`src/hw/rtl/i2ceb_pkg.sv`:
```
`default_nettype none

package i2ceb_pkg;

    // Command codes carried in the op field of a request.
    typedef enum logic [1:0] {
        OP_TICK      = 2'd0,
        OP_WRITE     = 2'd1,
        OP_CUR_READ  = 2'd2,
        OP_RAND_READ = 2'd3
    } op_t;

    // Outcome codes reported on the status field.
    typedef enum logic [2:0] {
        ST_OK          = 3'd0,
        ST_NACK_WADDR  = 3'd1,
        ST_NACK_MADDR  = 3'd2,
        ST_NACK_DATA   = 3'd3,
        ST_NACK_RADDR  = 3'd4
    } status_t;

    // Configuration register indexes.
    localparam logic CFG_DEV_ADDR   = 1'b0;
    localparam logic CFG_WAIT_TICKS = 1'b1;

    localparam logic [6:0]  DEV_ADDR_RST   = 7'd80;
    localparam logic [15:0] WAIT_TICKS_RST = 16'd1000;

    // Bus sequencer phases, one-hot.
    typedef enum logic [20:0] {
        PH_IDLE    = 21'h000001,
        PH_STA_A   = 21'h000002,
        PH_STA_B   = 21'h000004,
        PH_TX_PREP = 21'h000008,
        PH_TX_SET  = 21'h000010,
        PH_TX_HI   = 21'h000020,
        PH_TX_LO   = 21'h000040,
        PH_ACK_L1  = 21'h000080,
        PH_ACK_HI  = 21'h000100,
        PH_ACK_L2  = 21'h000200,
        PH_RX_PREP = 21'h000400,
        PH_RX_HI   = 21'h000800,
        PH_RX_LO   = 21'h001000,
        PH_NA_A    = 21'h002000,
        PH_NA_B    = 21'h004000,
        PH_NA_C    = 21'h008000,
        PH_NA_D    = 21'h010000,
        PH_STO_A   = 21'h020000,
        PH_STO_B   = 21'h040000,
        PH_STO_C   = 21'h080000,
        PH_WAIT    = 21'h100000
    } phase_t;

    // One result per tick.
    typedef struct packed {
        logic [7:0] read_data;
        logic [2:0] status;
        logic       done_res;
        logic       busy_res;
        logic       sda_drive;
        logic       sda_level;
        logic       scl_level;
    } res_t;

endpackage

`default_nettype wire

```
`src/hw/rtl/i2c_eeprom_byte_master_top.sv`:
```
`default_nettype none
// Channel   Direction  Payload
// s_        in         one bus tick request: op, mem_addr, write_data, sda_in
// m_        out        one result per tick: bus levels, busy, done, status, read_data
// cfg_      in         register write: index 0 device address, index 1 write wait ticks
//
// The bus sequencer computes each request's tick in a single pass
// from its state registers and the request, and the result lands in the output register.
// A new request is accepted every cycle while the output register is empty or being
// drained, so the throughput is one tick per clock.
// A stall on m_tready holds the result and back-pressures s_tready in the same cycle.
// Reset (aresetn low, synchronous) returns the bus to idle and the registers to defaults.

module i2c_eeprom_byte_master_top
    import i2ceb_pkg::*;
(
    input  wire logic        aclk,
    input  wire logic        aresetn,
    input  wire logic        s_tvalid,
    output logic             s_tready,
    input  wire logic [23:0] s_tdata,   // op[1:0], mem_addr[9:2], write_data[17:10],
                                        // sda_in[18], zero pad[23:19]
    output logic             m_tvalid,
    input  wire logic        m_tready,
    output logic [15:0]      m_tdata,   // scl_level[0], sda_level[1], sda_drive[2],
                                        // busy_res[3], done_res[4], status[7:5],
                                        // read_data[15:8]
    input  wire logic        cfg_valid,
    output logic             cfg_ready,
    input  wire logic        cfg_index,
    input  wire logic [15:0] cfg_data
);

    logic [6:0]  dev_addr_reg;
    logic [15:0] wait_ticks_reg;
    logic        m_tvalid_reg;
    logic [15:0] m_tdata_reg;
    logic        step_en;
    res_t        res;

    // The output register frees up in the cycle its result is taken.
    assign s_tready  = !m_tvalid_reg || m_tready;
    assign step_en   = s_tvalid && s_tready;
    assign cfg_ready = 1'b1;

    always_ff @(posedge aclk) begin
        if (!aresetn) begin
            dev_addr_reg   <= DEV_ADDR_RST;
            wait_ticks_reg <= WAIT_TICKS_RST;
        end else if (cfg_valid) begin
            if (cfg_index == CFG_DEV_ADDR) begin
                dev_addr_reg <= cfg_data[6:0];
            end else begin
                wait_ticks_reg <= cfg_data;
            end
        end
    end

    i2ceb_core u_core (
        .aclk       (aclk),
        .aresetn    (aresetn),
        .step_en    (step_en),
        .op         (s_tdata[1:0]),
        .mem_addr   (s_tdata[9:2]),
        .write_data (s_tdata[17:10]),
        .sda_in     (s_tdata[18]),
        .dev_addr   (dev_addr_reg),
        .wait_ticks (wait_ticks_reg),
        .res        (res)
    );

    always_ff @(posedge aclk) begin
        if (!aresetn) begin
            m_tvalid_reg <= 1'b0;
        end else if (s_tready) begin
            m_tvalid_reg <= s_tvalid;
        end
    end

    always_ff @(posedge aclk) begin
        if (step_en) begin
            m_tdata_reg <= {res.read_data, res.status, res.done_res, res.busy_res,
                            res.sda_drive, res.sda_level, res.scl_level};
        end
    end

    assign m_tvalid = m_tvalid_reg;
    assign m_tdata  = m_tdata_reg;

endmodule

`default_nettype wire

```
`src/hw/rtl/i2ceb_core.sv`:
```
`default_nettype none

module i2ceb_core
    import i2ceb_pkg::*;
(
    input  wire logic        aclk,
    input  wire logic        aresetn,
    input  wire logic        step_en,
    input  wire logic [1:0]  op,
    input  wire logic [7:0]  mem_addr,
    input  wire logic [7:0]  write_data,
    input  wire logic        sda_in,
    input  wire logic [6:0]  dev_addr,
    input  wire logic [15:0] wait_ticks,
    output res_t             res
);

    phase_t      phase_reg,    phase_next;
    logic [3:0]  bit_cnt_reg,  bit_cnt_next;
    logic [7:0]  shift_reg,    shift_next;
    logic [1:0]  lop_reg,      lop_next;
    logic [7:0]  laddr_reg,    laddr_next;
    logic [7:0]  ldata_reg,    ldata_next;
    logic [15:0] wait_cnt_reg, wait_cnt_next;
    logic [2:0]  status_reg,   status_next;
    logic [7:0]  rx_byte_reg,  rx_byte_next;
    logic [1:0]  byte_idx_reg, byte_idx_next;
    logic        nack_reg,     nack_next;
    logic        last_sda_reg, last_sda_next;

    logic        scl, lvl, drv, busy, done;
    logic [3:0]  bit_cnt_inc;
    phase_t      ph;

    // Byte to transmit for the given transaction and byte position.
    function automatic logic [7:0] pick_byte(input logic [1:0] lop, input logic [1:0] idx,
                                             input logic [7:0] addr, input logic [7:0] data,
                                             input logic [6:0] dev);
        logic [7:0] wr;
        logic [7:0] rd;
        wr = {dev, 1'b0};
        rd = {dev, 1'b1};
        if (lop == OP_WRITE) begin
            pick_byte = (idx == 2'd0) ? wr : ((idx == 2'd1) ? addr : data);
        end else if (lop == OP_CUR_READ) begin
            pick_byte = rd;
        end else begin
            pick_byte = (idx == 2'd0) ? wr : ((idx == 2'd1) ? addr : rd);
        end
    endfunction

    function automatic logic [2:0] fail_code(input logic [1:0] lop, input logic [1:0] idx);
        if (lop == OP_CUR_READ) begin
            fail_code = ST_NACK_RADDR;
        end else if (idx == 2'd0) begin
            fail_code = ST_NACK_WADDR;
        end else if (idx == 2'd1) begin
            fail_code = ST_NACK_MADDR;
        end else begin
            fail_code = (lop == OP_WRITE) ? ST_NACK_DATA : ST_NACK_RADDR;
        end
    endfunction

    assign bit_cnt_inc = bit_cnt_reg + 4'd1;

    always_comb begin
        phase_next    = phase_reg;
        bit_cnt_next  = bit_cnt_reg;
        shift_next    = shift_reg;
        lop_next      = lop_reg;
        laddr_next    = laddr_reg;
        ldata_next    = ldata_reg;
        wait_cnt_next = wait_cnt_reg;
        status_next   = status_reg;
        rx_byte_next  = rx_byte_reg;
        byte_idx_next = byte_idx_reg;
        nack_next     = nack_reg;
        scl  = 1'b1;
        lvl  = 1'b1;
        drv  = 1'b1;
        busy = 1'b1;
        done = 1'b0;
        ph   = phase_reg;

        // A command taken while idle starts its first tick right away.
        if (phase_reg == PH_IDLE && op != OP_TICK) begin
            lop_next      = op;
            laddr_next    = mem_addr;
            ldata_next    = write_data;
            byte_idx_next = 2'd0;
            ph            = PH_STA_A;
        end

        unique case (ph)
            PH_IDLE: begin
                busy = 1'b0;
            end
            PH_STA_A: begin
                phase_next = PH_STA_B;
            end
            PH_STA_B: begin
                lvl        = 1'b0;
                shift_next = pick_byte(lop_reg, byte_idx_reg, laddr_reg, ldata_reg, dev_addr);
                phase_next = PH_TX_PREP;
            end
            PH_TX_PREP: begin
                scl          = 1'b0;
                lvl          = last_sda_reg;
                bit_cnt_next = 4'd0;
                phase_next   = PH_TX_SET;
            end
            PH_TX_SET: begin
                scl        = 1'b0;
                lvl        = shift_reg[7];
                phase_next = PH_TX_HI;
            end
            PH_TX_HI: begin
                lvl        = shift_reg[7];
                phase_next = PH_TX_LO;
            end
            PH_TX_LO: begin
                scl          = 1'b0;
                lvl          = shift_reg[7];
                shift_next   = {shift_reg[6:0], 1'b0};
                bit_cnt_next = bit_cnt_inc;
                phase_next   = (bit_cnt_inc >= 4'd8) ? PH_ACK_L1 : PH_TX_SET;
            end
            PH_ACK_L1: begin
                scl        = 1'b0;
                drv        = 1'b0;
                phase_next = PH_ACK_HI;
            end
            PH_ACK_HI: begin
                drv        = 1'b0;
                nack_next  = sda_in;
                phase_next = PH_ACK_L2;
            end
            PH_ACK_L2: begin
                scl = 1'b0;
                drv = 1'b0;
                if (nack_reg) begin
                    status_next = fail_code(lop_reg, byte_idx_reg);
                    phase_next  = PH_STO_A;
                end else if (lop_reg == OP_WRITE) begin
                    if (byte_idx_reg >= 2'd2) begin
                        status_next = ST_OK;
                        phase_next  = PH_STO_A;
                    end else begin
                        byte_idx_next = byte_idx_reg + 2'd1;
                        shift_next    = pick_byte(lop_reg, byte_idx_reg + 2'd1, laddr_reg,
                                                  ldata_reg, dev_addr);
                        phase_next    = PH_TX_PREP;
                    end
                end else if (lop_reg == OP_CUR_READ || byte_idx_reg >= 2'd2) begin
                    phase_next = PH_RX_PREP;
                end else if (byte_idx_reg == 2'd0) begin
                    byte_idx_next = 2'd1;
                    shift_next    = pick_byte(lop_reg, 2'd1, laddr_reg, ldata_reg, dev_addr);
                    phase_next    = PH_TX_PREP;
                end else begin
                    // Random read: repeated start before the read address.
                    byte_idx_next = 2'd2;
                    phase_next    = PH_STA_A;
                end
            end
            PH_RX_PREP: begin
                scl          = 1'b0;
                drv          = 1'b0;
                bit_cnt_next = 4'd0;
                shift_next   = 8'd0;
                phase_next   = PH_RX_HI;
            end
            PH_RX_HI: begin
                drv        = 1'b0;
                shift_next = {shift_reg[6:0], sda_in};
                phase_next = PH_RX_LO;
            end
            PH_RX_LO: begin
                scl          = 1'b0;
                drv          = 1'b0;
                bit_cnt_next = bit_cnt_inc;
                if (bit_cnt_inc >= 4'd8) begin
                    rx_byte_next = shift_reg;
                    status_next  = ST_OK;
                    phase_next   = PH_NA_A;
                end else begin
                    phase_next = PH_RX_HI;
                end
            end
            PH_NA_A: begin
                scl        = 1'b0;
                lvl        = last_sda_reg;
                phase_next = PH_NA_B;
            end
            PH_NA_B: begin
                scl        = 1'b0;
                phase_next = PH_NA_C;
            end
            PH_NA_C: begin
                phase_next = PH_NA_D;
            end
            PH_NA_D: begin
                scl        = 1'b0;
                phase_next = PH_STO_A;
            end
            PH_STO_A: begin
                scl        = 1'b0;
                lvl        = 1'b0;
                phase_next = PH_STO_B;
            end
            PH_STO_B: begin
                lvl        = 1'b0;
                phase_next = PH_STO_C;
            end
            PH_STO_C: begin
                if (lop_reg == OP_WRITE && status_reg == ST_OK && wait_ticks != 16'd0) begin
                    wait_cnt_next = wait_ticks;
                    phase_next    = PH_WAIT;
                end else begin
                    done       = 1'b1;
                    phase_next = PH_IDLE;
                end
            end
            PH_WAIT: begin
                if (wait_cnt_reg <= 16'd1) begin
                    wait_cnt_next = 16'd0;
                    done          = 1'b1;
                    phase_next    = PH_IDLE;
                end else begin
                    wait_cnt_next = wait_cnt_reg - 16'd1;
                end
            end
            default: begin
                busy       = 1'b0;
                phase_next = PH_IDLE;
            end
        endcase

        last_sda_next = last_sda_reg;
        if (drv) begin
            last_sda_next = lvl;
        end else begin
            lvl = 1'b1;
        end

        res.scl_level = scl;
        res.sda_level = lvl;
        res.sda_drive = drv;
        res.busy_res  = busy;
        res.done_res  = done;
        res.status    = status_next;
        res.read_data = rx_byte_next;
    end

    always_ff @(posedge aclk) begin
        if (!aresetn) begin
            phase_reg    <= PH_IDLE;
            bit_cnt_reg  <= 4'd0;
            shift_reg    <= 8'd0;
            lop_reg      <= OP_TICK;
            laddr_reg    <= 8'd0;
            ldata_reg    <= 8'd0;
            wait_cnt_reg <= 16'd0;
            status_reg   <= ST_OK;
            rx_byte_reg  <= 8'd0;
            byte_idx_reg <= 2'd0;
            nack_reg     <= 1'b0;
            last_sda_reg <= 1'b1;
        end else if (step_en) begin
            phase_reg    <= phase_next;
            bit_cnt_reg  <= bit_cnt_next;
            shift_reg    <= shift_next;
            lop_reg      <= lop_next;
            laddr_reg    <= laddr_next;
            ldata_reg    <= ldata_next;
            wait_cnt_reg <= wait_cnt_next;
            status_reg   <= status_next;
            rx_byte_reg  <= rx_byte_next;
            byte_idx_reg <= byte_idx_next;
            nack_reg     <= nack_next;
            last_sda_reg <= last_sda_next;
        end
    end

endmodule

`default_nettype wire

```
`config.mk`:
```
export PLATFORM = sky130hd
export DESIGN_NAME = i2c_eeprom_byte_master_top
export DESIGN_NICKNAME = d
export VERILOG_FILES = /design/src/hw/rtl/i2ceb_pkg.sv /design/src/hw/rtl/i2c_eeprom_byte_master_top.sv /design/src/hw/rtl/i2ceb_core.sv
export SDC_FILE = /design/constraint.sdc
export NUM_CORES = 1
export LEC_CHECK = 0
export ABC_CLOCK_PERIOD_IN_PS = 3500
export BUFFER_PORTS_ARGS = -buffer_cell sky130_fd_sc_hd__buf_2
export CAP_MARGIN = 5
export CORE_ASPECT_RATIO = 2
export CORE_MARGIN = 1.5
export CORE_UTILIZATION = 45
export CTS_CLUSTER_DIAMETER = 150
export DETAILED_ROUTE_END_ITERATION = 6
export PLACE_DENSITY = 0.71
export SYNTH_ARGS = -nofsm -noshare
export SYNTH_HDL_FRONTEND = slang
export SYNTH_SLANG_ARGS = --single-unit
```
`constraint.sdc`:
```
create_clock -name aclk -period 3.5 [get_ports aclk]
set_input_delay 0.525 -clock aclk [delete_from_list [all_inputs] [get_ports aclk]]
set_output_delay 0.525 -clock aclk [all_outputs]
set_load 0.05 [all_outputs]
```
Word level (Yosys, flattened, before mapping) --
Index checks and enable logic that the tools add are counted.
Storage, ports and cells: flip-flop bits (word level) 122, input port bits 46, output and inout bits 19
Cells by class: add/subtract/negate cells 3, magnitude comparators 3, equality and inequality tests 32, muxes and demuxes 55, bitwise operators 3, reductions and logical operators 32
Operators by type and width (number):
- one-hot mux 21 bit (21 select lines) | 1
- two-way mux 8 bit | 17
- two-way mux 21 bit | 6
- == test 21 x 1 -> 1 bit (second input constant) | 2
- one-hot mux 8 bit (5 select lines) | 1
- two-way mux 16 bit | 2
- one-hot mux 16 bit (2 select lines) | 1
- two-way mux 3 bit | 8
- == test 21 x 10 -> 1 bit (second input constant) | 1
- == test 21 x 11 -> 1 bit (second input constant) | 1
- == test 21 x 12 -> 1 bit (second input constant) | 1
- == test 21 x 13 -> 1 bit (second input constant) | 1
- == test 21 x 14 -> 1 bit (second input constant) | 1
- == test 21 x 15 -> 1 bit (second input constant) | 1
- == test 21 x 16 -> 1 bit (second input constant) | 1
- == test 21 x 17 -> 1 bit (second input constant) | 1
- == test 21 x 18 -> 1 bit (second input constant) | 1
- == test 21 x 19 -> 1 bit (second input constant) | 1
- == test 21 x 2 -> 1 bit (second input constant) | 1
- == test 21 x 20 -> 1 bit (second input constant) | 1
- == test 21 bit (second input constant) | 1
- == test 21 x 3 -> 1 bit (second input constant) | 1
- == test 21 x 4 -> 1 bit (second input constant) | 1
- == test 21 x 5 -> 1 bit (second input constant) | 1
- other kinds (43) | 74

Longest topological paths before layout --
Gate-level depths: netlist of the first run.
depth after elaboration 8, depth in mapped cells 10, depth with buffers taken out 8

Cells and area by module --
Synthesis of the first run repeated with hierarchy kept, for this count alone.
Unflattened totals: cell total of the unflattened synthesis 912, area total of the unflattened synthesis 7449.6 µm²
Modules (own cells, without submodules):
- i2ceb_core | times used 1, cells each 787, area each 5939.4 µm²
- i2c_eeprom_byte_master_top | times used 1, cells each 125, area each 1510.2 µm²

Worst setup path after synthesis of the first run --
Ideal clock, no wire load.
path type input to register, start point in m_tready, end point reg u_core.shift_reg[1], arrival 2.633 ns, slack 0.745 ns, stages on the path 8, cells stage by stage nand2b_1 nand2_1 inv_1 clkbuf_1 clkbuf_1 o211ai_1 a221oi_1 nor2_1
Between the ends: longest elaborated chain between the ends 3
Ends and longest elaborated chain:
- start, declared | RTL line i2c_eeprom_byte_master_top.sv:24 | input wire logic m_tready,
- logical OR 1 bit | RTL line i2c_eeprom_byte_master_top.sv:42 | assign s_tready = !m_tvalid_reg || m_tready;
- logical AND 1 bit | RTL line i2c_eeprom_byte_master_top.sv:43 | assign step_en = s_tvalid && s_tready;
- net step_en | RTL line i2c_eeprom_byte_master_top.sv:38 | logic step_en;
- AND reduction 6 bit (no source line)
- end signal, assigned | RTL line i2ceb_core.sv:272 | shift_reg <= shift_next;
- end, declared | RTL line i2ceb_core.sv:20 | logic [7:0] shift_reg, shift_next;
The timed path passes the listed nets, and every way through them passes these cells. A chain may end at the register's enable or synchronous reset.

Final worst setup path of the first run --
start point reg u_core.phase_reg[4], end point reg u_core.phase_reg[17]
Between the ends: longest elaborated chain between the ends 6
Ends and longest elaborated chain:
- start, declared | RTL line i2ceb_core.sv:18 | phase_t phase_reg, phase_next;
- start signal, assigned | RTL line i2ceb_core.sv:270 | phase_reg <= phase_next;
- == test 21 x 1 -> 1 bit | RTL line i2ceb_core.sv:86 | if (phase_reg == PH_IDLE && op != OP_TICK) begin
- logical AND 1 bit | RTL line i2ceb_core.sv:86
- two-way mux 21 bit (*) | RTL line i2ceb_core.sv:86
- == test 21 bit / == test 21 x 1 -> 1 bit (equally long branches) | RTL line i2ceb_core.sv:94 | unique case (ph)
- != test 2 x 1 -> 1 bit (no source line) / NOT 1 bit (equally long branches)
- AND reduction 3 bit (no source line)
Every way passes the cells marked *; elsewhere a longest branch is shown, timed or not.

==> results of run 1 <==
-- per-layer routing --
metal	up-vias	share of wire, %	track usage (%)
met4	0	5.0	15.3
met2	204	55	47.0
met5	-	0	0
met3	69	3.7	3.79
met1	3220	37	24.9
li1	3286	-	-
-- final cells by class --
class | count | area share, %
repair buffers | 77 | 5.66
well taps | 195 | 3.10
inverters | 13 | 0.620
flip-flops and latches | 122 | 33.0
clock inverters | 14 | 2.05
multi-input cells | 677 | 50.0
clock buffers | 18 | 5.58
-- worst max-delay path: cells and delay by family (launching register included) --
kind,cells,cell delay (ns)
simple gates,3,0.95
flops,1,0.42
compound gates,3,0.80
buf+inv,2,0.55
-- synth_stat cells (5+ instances only) --
cell,instances
or4_1,8
nand4_1,14
edfxtp_1,16
mux2i_1,15
a221oi_1,7
nor4_1,25
mux2_2,10
or3_1,7
nand2b_1,11
a22o_1,5
nor3_1,39
nand2_1,159
nor2_1,43
nor2b_1,7
dfxtp_1,106
o221ai_1,5
clkbuf_1,33
nand3_1,20
o211ai_1,10
o22a_1,6
buf_4,5
or2_2,5
buf_2,15
a31oi_1,6
o22ai_1,10
a211oi_1,7
o21ai_0,63
and2_1,11
inv_1,12
a21oi_1,99
nor4b_1,6
buf_6,5
-- per-stage QoR --
step,worst slack [ns],cells
after global placement,0.788,1084
final,0.691,1116
after detailed placement,0.753,1084
after CTS,0.724,1116
after floorplan,0.745,873
after global routing,0.435,1116
-- where the power goes --
| group | internal (uW) | leakage [uW] | switching [uW] |
|---|---|---|---|
| clock | 1090 | 0.000300 | 725 |
| combinational | 141 | 0.00145 | 259 |
| sequential | 1470 | 0.00101 | 55.9 |
-- worst max-delay path by stage --
stage	start	endpoint	slack [ns]	cells past startpoint
floorplan	m_tready	u_core.shift_reg[1]	0.74	8
global placement	u_core.phase_reg[4]	u_core.phase_reg[1]	0.79	8
detailed placement	u_core.phase_reg[4]	u_core.phase_reg[17]	0.75	8
CTS	u_core.phase_reg[4]	u_core.phase_reg[17]	0.72	8
global route	u_core.phase_reg[4]	u_core.phase_reg[17]	0.43	8
finish	u_core.phase_reg[4]	u_core.phase_reg[17]	0.69	8
-- kinds of logic after synthesis --
group                    synth area share (%)
AO/OA/AOI/OAI                            22.2
XOR/XNOR                                0.890
adder cells (fa/ha/maj)                 0.690
buffers and inverters                    5.12
flip-flops                               37.8
multiplexers                             3.81
other                                  0.0544
AND/OR/NAND/NOR                          29.4
==> flow_metrics.py, run 1 <==
metrics = {
    "final_layout": {
        "post_route_cells_drive_above_1_share_pct": 16.3,
        "final_util_pct": 52.9,
        "regArea_mm2": 0.00260,
        "layout_commonest_cell": "nand2_1",
        "layout_common_cells": "nand2_1 (159), dfxtp_1 (106), a21oi_1 (99)",
        "multi_input_area_mm2": 0.00393,
        "syn_to_final_growth_pct": 14.3,
        "largest_register_ffs": 21,
        "final_nets": 957,
        "diodes": 0,
        "nFillCells": 1447,
        "final_area_mm2": 0.00788,
    },
    "floorplan": {
        "coreArea_mm2": 0.0149,
        "die_y_um": 178,
        "io_pins": 65,
        "die_w_um": 90.5,
        "die-area_mm2": 0.0161,
        "initial_core_util_pct": 46.2,
        "rows": 63,
    },
    "critical_path": {
        "reg2regPathDepth": 8,
        "critPathArrivalTime_ns": 3.14,
        "r2r_start": "u_core.phase_reg[4]",
        "reg2reg_to": "u_core.phase_reg[17]",
        "worst_path_most_repeated_cell": "buf_4",
        "r2r_slack_ns": 0.69,
        "cpPeakStageDelay_ns": 0.48,
        "crit_chain": "nor4_4, nand3_1, buf_4, o31ai_2, nand2b_1, buf_4, a311oi_1, a211oi_1",
        "required_ns": 3.83,
        "path_class": "reg2reg",
        "start_kind": "flip-flop",
        "slowest_stage": "o31ai_2",
        "cp-end-kind": "flip-flop",
        "crit_fanout": 30,
    },
    "global_routing": {
        "grt_max_degree": 46,
        "grt_pass1_vias": 6411,
        "grt_pass1_wl_um": 31700,
        "grt-ovfl-total": 0,
        "antenna_found_initial": 0,
        "grt_util_all_layers_pct": 24.8,
    },
    "power_and_ir_drop": {
        "ir_drop_v": 0.000393,
        "power.total_uw": 3730,
        "p_leak_uw": 0.00277,
        "powerDensity_mw_per_mm2": 474,
    },
    "logic_synthesis": {
        "synth_area_per_cell_um2": 7.89,
        "yosysSeqAreaShare_pct": 37.8,
        "netlist_area_mm2": 0.00689,
        "synth_edf_count": 16,
        "synth_nets": 922,
        "yosysTopAreaCell": "dfxtp_1",
        "syn_inst": 873,
        "yosysWarnings": 0,
        "synth_ff_type": "dfxtp_1",
        "ys_types": 77,
        "ys_ff_latch": 122,
        "synth_top_area_share_pct": 30.8,
        "synthArstFlopShare_pct": 0,
        "synth_area_leaders": "dfxtp_1 (31%), nand2_1 (8.7%), a21oi_1 (7.2%), edfxtp_1 (7.0%), o21ai_0 (4.6%)",
    },
    "clocking": {
        "cts_buffer_depth": 2,
        "cts_tree": "built",
        "cts_setup_buffers": 0,
        "cts-root-buf": "clkbuf_16",
        "cts_buffers": 17,
        "cts.htree.levels": 4,
        "cts_resized": 0,
        "clk_pin_slew_ns": 0.07,
        "cts_hold_buf": 0,
        "cts_sinks": 122,
        "clkLatencyLatePin_ns": 0.43,
    },
    "placement": {
        "io_buffers": 58,
        "gp_congestion": 0.936,
        "placed_cell_area_mm2": 0.00727,
        "place_hpwl_um": 13900,
    },
    "detailed_routing": {
        "viasPerCell": 6.07,
        "postRouteAntennaNets": 0,
        "drc": 0,
        "dr.first_iter.drc_count": 463,
        "drtPass1Iterations": 5,
        "wl_per_cell_um": 17.6,
        "totalWireLength_um": 19700,
        "via_count": 6779,
    },
    "sta": {
        "fin_tns_setup_ns": 0,
        "hold_violations": 0,
        "rsz0062_at_grt": "no",
        "holdWs_ns": 0.300,
        "period_share_pct": 80.3,
        "slew_headroom_pct": 41.3,
        "final-setup-viol-count": 0,
        "fin_worst_skew_ns": 0.00985,
        "slew_viol_final": 0,
        "tightest_slew_ns": 0.879,
        "fmax_mhz": 356,
        "min_period_ns": 2.81,
    },
    "worst_hold_path": {
        "hold_end": "wait_ticks_reg[7]",
        "hold_path_class": "in2reg",
        "hold_depth": 3,
        "worstHoldStart": "cfg_data[7]",
    },
    "status": {
        "status": "completed",
    },
    "run": {
        "maxCapViolations": 0,
    },
}
(Power assumes the default switching activity.)
==> run 2: changes to the inputs <==
- ABC_CLOCK_PERIOD_IN_PS: 3500 -> 2660
- clock period: 3.5 -> 2.66 ns (I/O delays scaled with it)
==> run 2 against run 1 <==
  * Flip-flop and latch count stayed put
  * Register-to-register slack lost 0.58 ns
  * Routed wire length rose by 4.6%
  * Critical path type unchanged
  * Largest power group unchanged
==> flow_metrics.py, run 2 (same netlist as run 1, synthesis figures left out) <==
metrics = {
    "status": {
        "status": "completed",
    },
    "global_routing": {
        "grt_max_degree": 81,
        "antenna_found_initial": 0,
        "grt_util_all_layers_pct": 26.3,
        "grt-ovfl-total": 0,
        "grt_pass1_vias": 6749,
        "grt_pass1_wl_um": 33500,
    },
    "detailed_routing": {
        "drtPass1Iterations": 5,
        "highest_layer": "met4",
        "met3RoutedLength_um": 714,
        "drc": 0,
        "totalWireLength_um": 20600,
        "wl_met2_um": 11200,
        "wl_per_cell_um": 17.8,
        "m1WireLength_um": 7410,
        "dr.first_iter.drc_count": 529,
        "postRouteAntennaNets": 0,
        "via_count": 6948,
        "viasPerCell": 6.01,
    },
    "final_layout": {
        "final_nets": 997,
        "syn_to_final_growth_pct": 20.3,
        "layout_common_cells": "nand2_1 (159), dfxtp_1 (106), a21oi_1 (99)",
        "largest_register_ffs": 21,
        "layout_commonest_cell": "nand2_1",
        "final_area_mm2": 0.00829,
        "fin_cells": 1156,
        "diodes": 0,
        "post_route_cells_drive_above_1_share_pct": 20.1,
        "nFillCells": 1397,
    },
    "floorplan": {
        "die_y_um": 178,
        "die_w_um": 90.5,
        "initial_core_util_pct": 46.2,
        "die-area_mm2": 0.0161,
        "io_pins": 65,
        "rows": 63,
        "coreArea_mm2": 0.0149,
    },
    "clocking": {
        "cts_hold_buf": 0,
        "cts_buffer_depth": 2,
        "clkLatencyLatePin_ns": 0.43,
        "cts.htree.levels": 4,
        "cts_buffers": 17,
        "cts_tree": "built",
        "cts-root-buf": "clkbuf_16",
        "clk_pin_slew_ns": 0.06,
        "cts_sinks": 122,
    },
    "power_and_ir_drop": {
        "power.total_uw": 4980,
        "intPower_uw": 3690,
        "switching_share_pct": 25.8,
        "powerDensity_mw_per_mm2": 600,
        "power.switching_uw": 1290,
        "ir_drop_v": 0.000485,
        "p_seq_share_pct": 40.2,
        "p_leak_uw": 0.00299,
        "clkPwrFrac_pct": 48.0,
        "combinationalPowerShare_pct": 11.8,
    },
    "run": {
        "maxCapViolations": 0,
    },
    "critical_path": {
        "r2r_slack_ns": 0.11,
        "required_ns": 2.96,
        "r2r_start": "u_core.phase_reg[0]",
        "critPathArrivalTime_ns": 2.84,
        "path_class": "reg2reg",
        "start_kind": "flip-flop",
        "reg2regPathDepth": 7,
        "reg2reg_to": "u_core.wait_cnt_reg[4]",
        "crit_fanout": 16,
        "cp-end-kind": "flip-flop",
    },
    "placement": {
        "place_hpwl_um": 14800,
        "placed_cell_area_mm2": 0.00760,
        "io_buffers": 58,
        "placedCellCount": 1123,
        "gp_congestion": 0.955,
    },
    "sta": {
        "tightest_slew_ns": 0.825,
        "final-setup-viol-count": 0,
        "rsz0062_at_grt": "no",
        "period_share_pct": 95.7,
        "fmax_mhz": 393,
        "min_period_ns": 2.55,
        "slew_headroom_pct": 44.9,
        "slew_viol_final": 0,
        "fin_worst_skew_ns": 0.0159,
        "hold_violations": 0,
    },
    "worst_hold_path": {
        "worstHoldStart": "cfg_data[8]",
        "hold_path_class": "in2reg",
        "hold_depth": 3,
        "hold_end": "wait_ticks_reg[8]",
    },
}
## run 2: cell types whose count changed in the layout (fill, tap and decap cells not counted), moves of 3 or more
cell	delta
buf_4	+37
clkinvlp_4	+3
buf_12	+3
inv_6	-3
clkinv_4	-3
## run 2: how the worst max path moves through the flow
stage,slack [ns],startpoint,cells past startpoint,end
2_1_floorplan,0.24,m_tvalid,8,u_core.shift_reg[1]
3_3_place_gp,-0.08,u_core.phase_reg[0],7,u_core.wait_cnt_reg[3]
3_5_place_dp,-0.08,u_core.phase_reg[0],7,u_core.wait_cnt_reg[7]
4_1_cts,0.01,u_core.phase_reg[6],7,m_tdata[3]
5_1_grt,0.02,u_core.phase_reg[12],6,m_tdata[3]
6_report,0.11,u_core.phase_reg[0],7,u_core.wait_cnt_reg[4]
## run 2: layout make-up
| type | instances | area (um^2) | share of cell area [%] |
|---|---|---|---|
| Clock buffer | 23 | 510 | 6.16 |
| Clock inverter | 9 | 108 | 1.30 |
| Inverter | 13 | 48.8 | 0.589 |
| Multi-Input combinational cell | 677 | 3990 | 48.2 |
| Sequential cell | 122 | 2600 | 31.4 |
| Tap cell | 195 | 244 | 2.94 |
| Timing Repair Buffer | 117 | 783 | 9.45 |
## run 2: critical path, cell delays in order (launching register included)
cell	delay, ns
dfxtp_1	0.38
or4_1	0.62
nor4_2	0.34
buf_4	0.18
nand4_1	0.24
a21o_4	0.38
o21ai_0	0.18
a21oi_1	0.08
## run 2: per-stage QoR
stage               worst slack (ns)  hold slack, ns  util (%)  setup TNS, ns
detailed placement           -0.0796           0.460      51.0         -0.886
CTS                           0.0107           0.180      55.2              0
global placement             -0.0842           0.453      51.0         -0.987
global route                  0.0184           0.205      55.6              0
finish                         0.114           0.186      55.6              0
floorplan                      0.243           0.444         -              0
## run 2: power by group through the flow
stage / combinational (uW) / sequential [uW] / clock (uW)
after global placement: 570 / 2030 / 0
after CTS: 576 / 2000 / 2420
final: 588 / 2000 / 2390
after global routing: 641 / 2010 / 2490
after floorplan: 345 / 2060 / 0
after detailed placement: 573 / 2040 / 0
## run 2: repair_timing
action                                 in CTS  in global routing
pin swaps                                   0                  1
endpoints found under the hold margin       0                  0
gates resized for setup                     1                 11
buffers inserted                            0                  1
setup endpoints to repair                  13                 22
## run 2: layer usage
layer,up-vias,track usage [%]
li1,3378,-
met1,3242,25.8
met2,242,49.7
met3,86,4.65
met4,0,17.5
met5,-,0
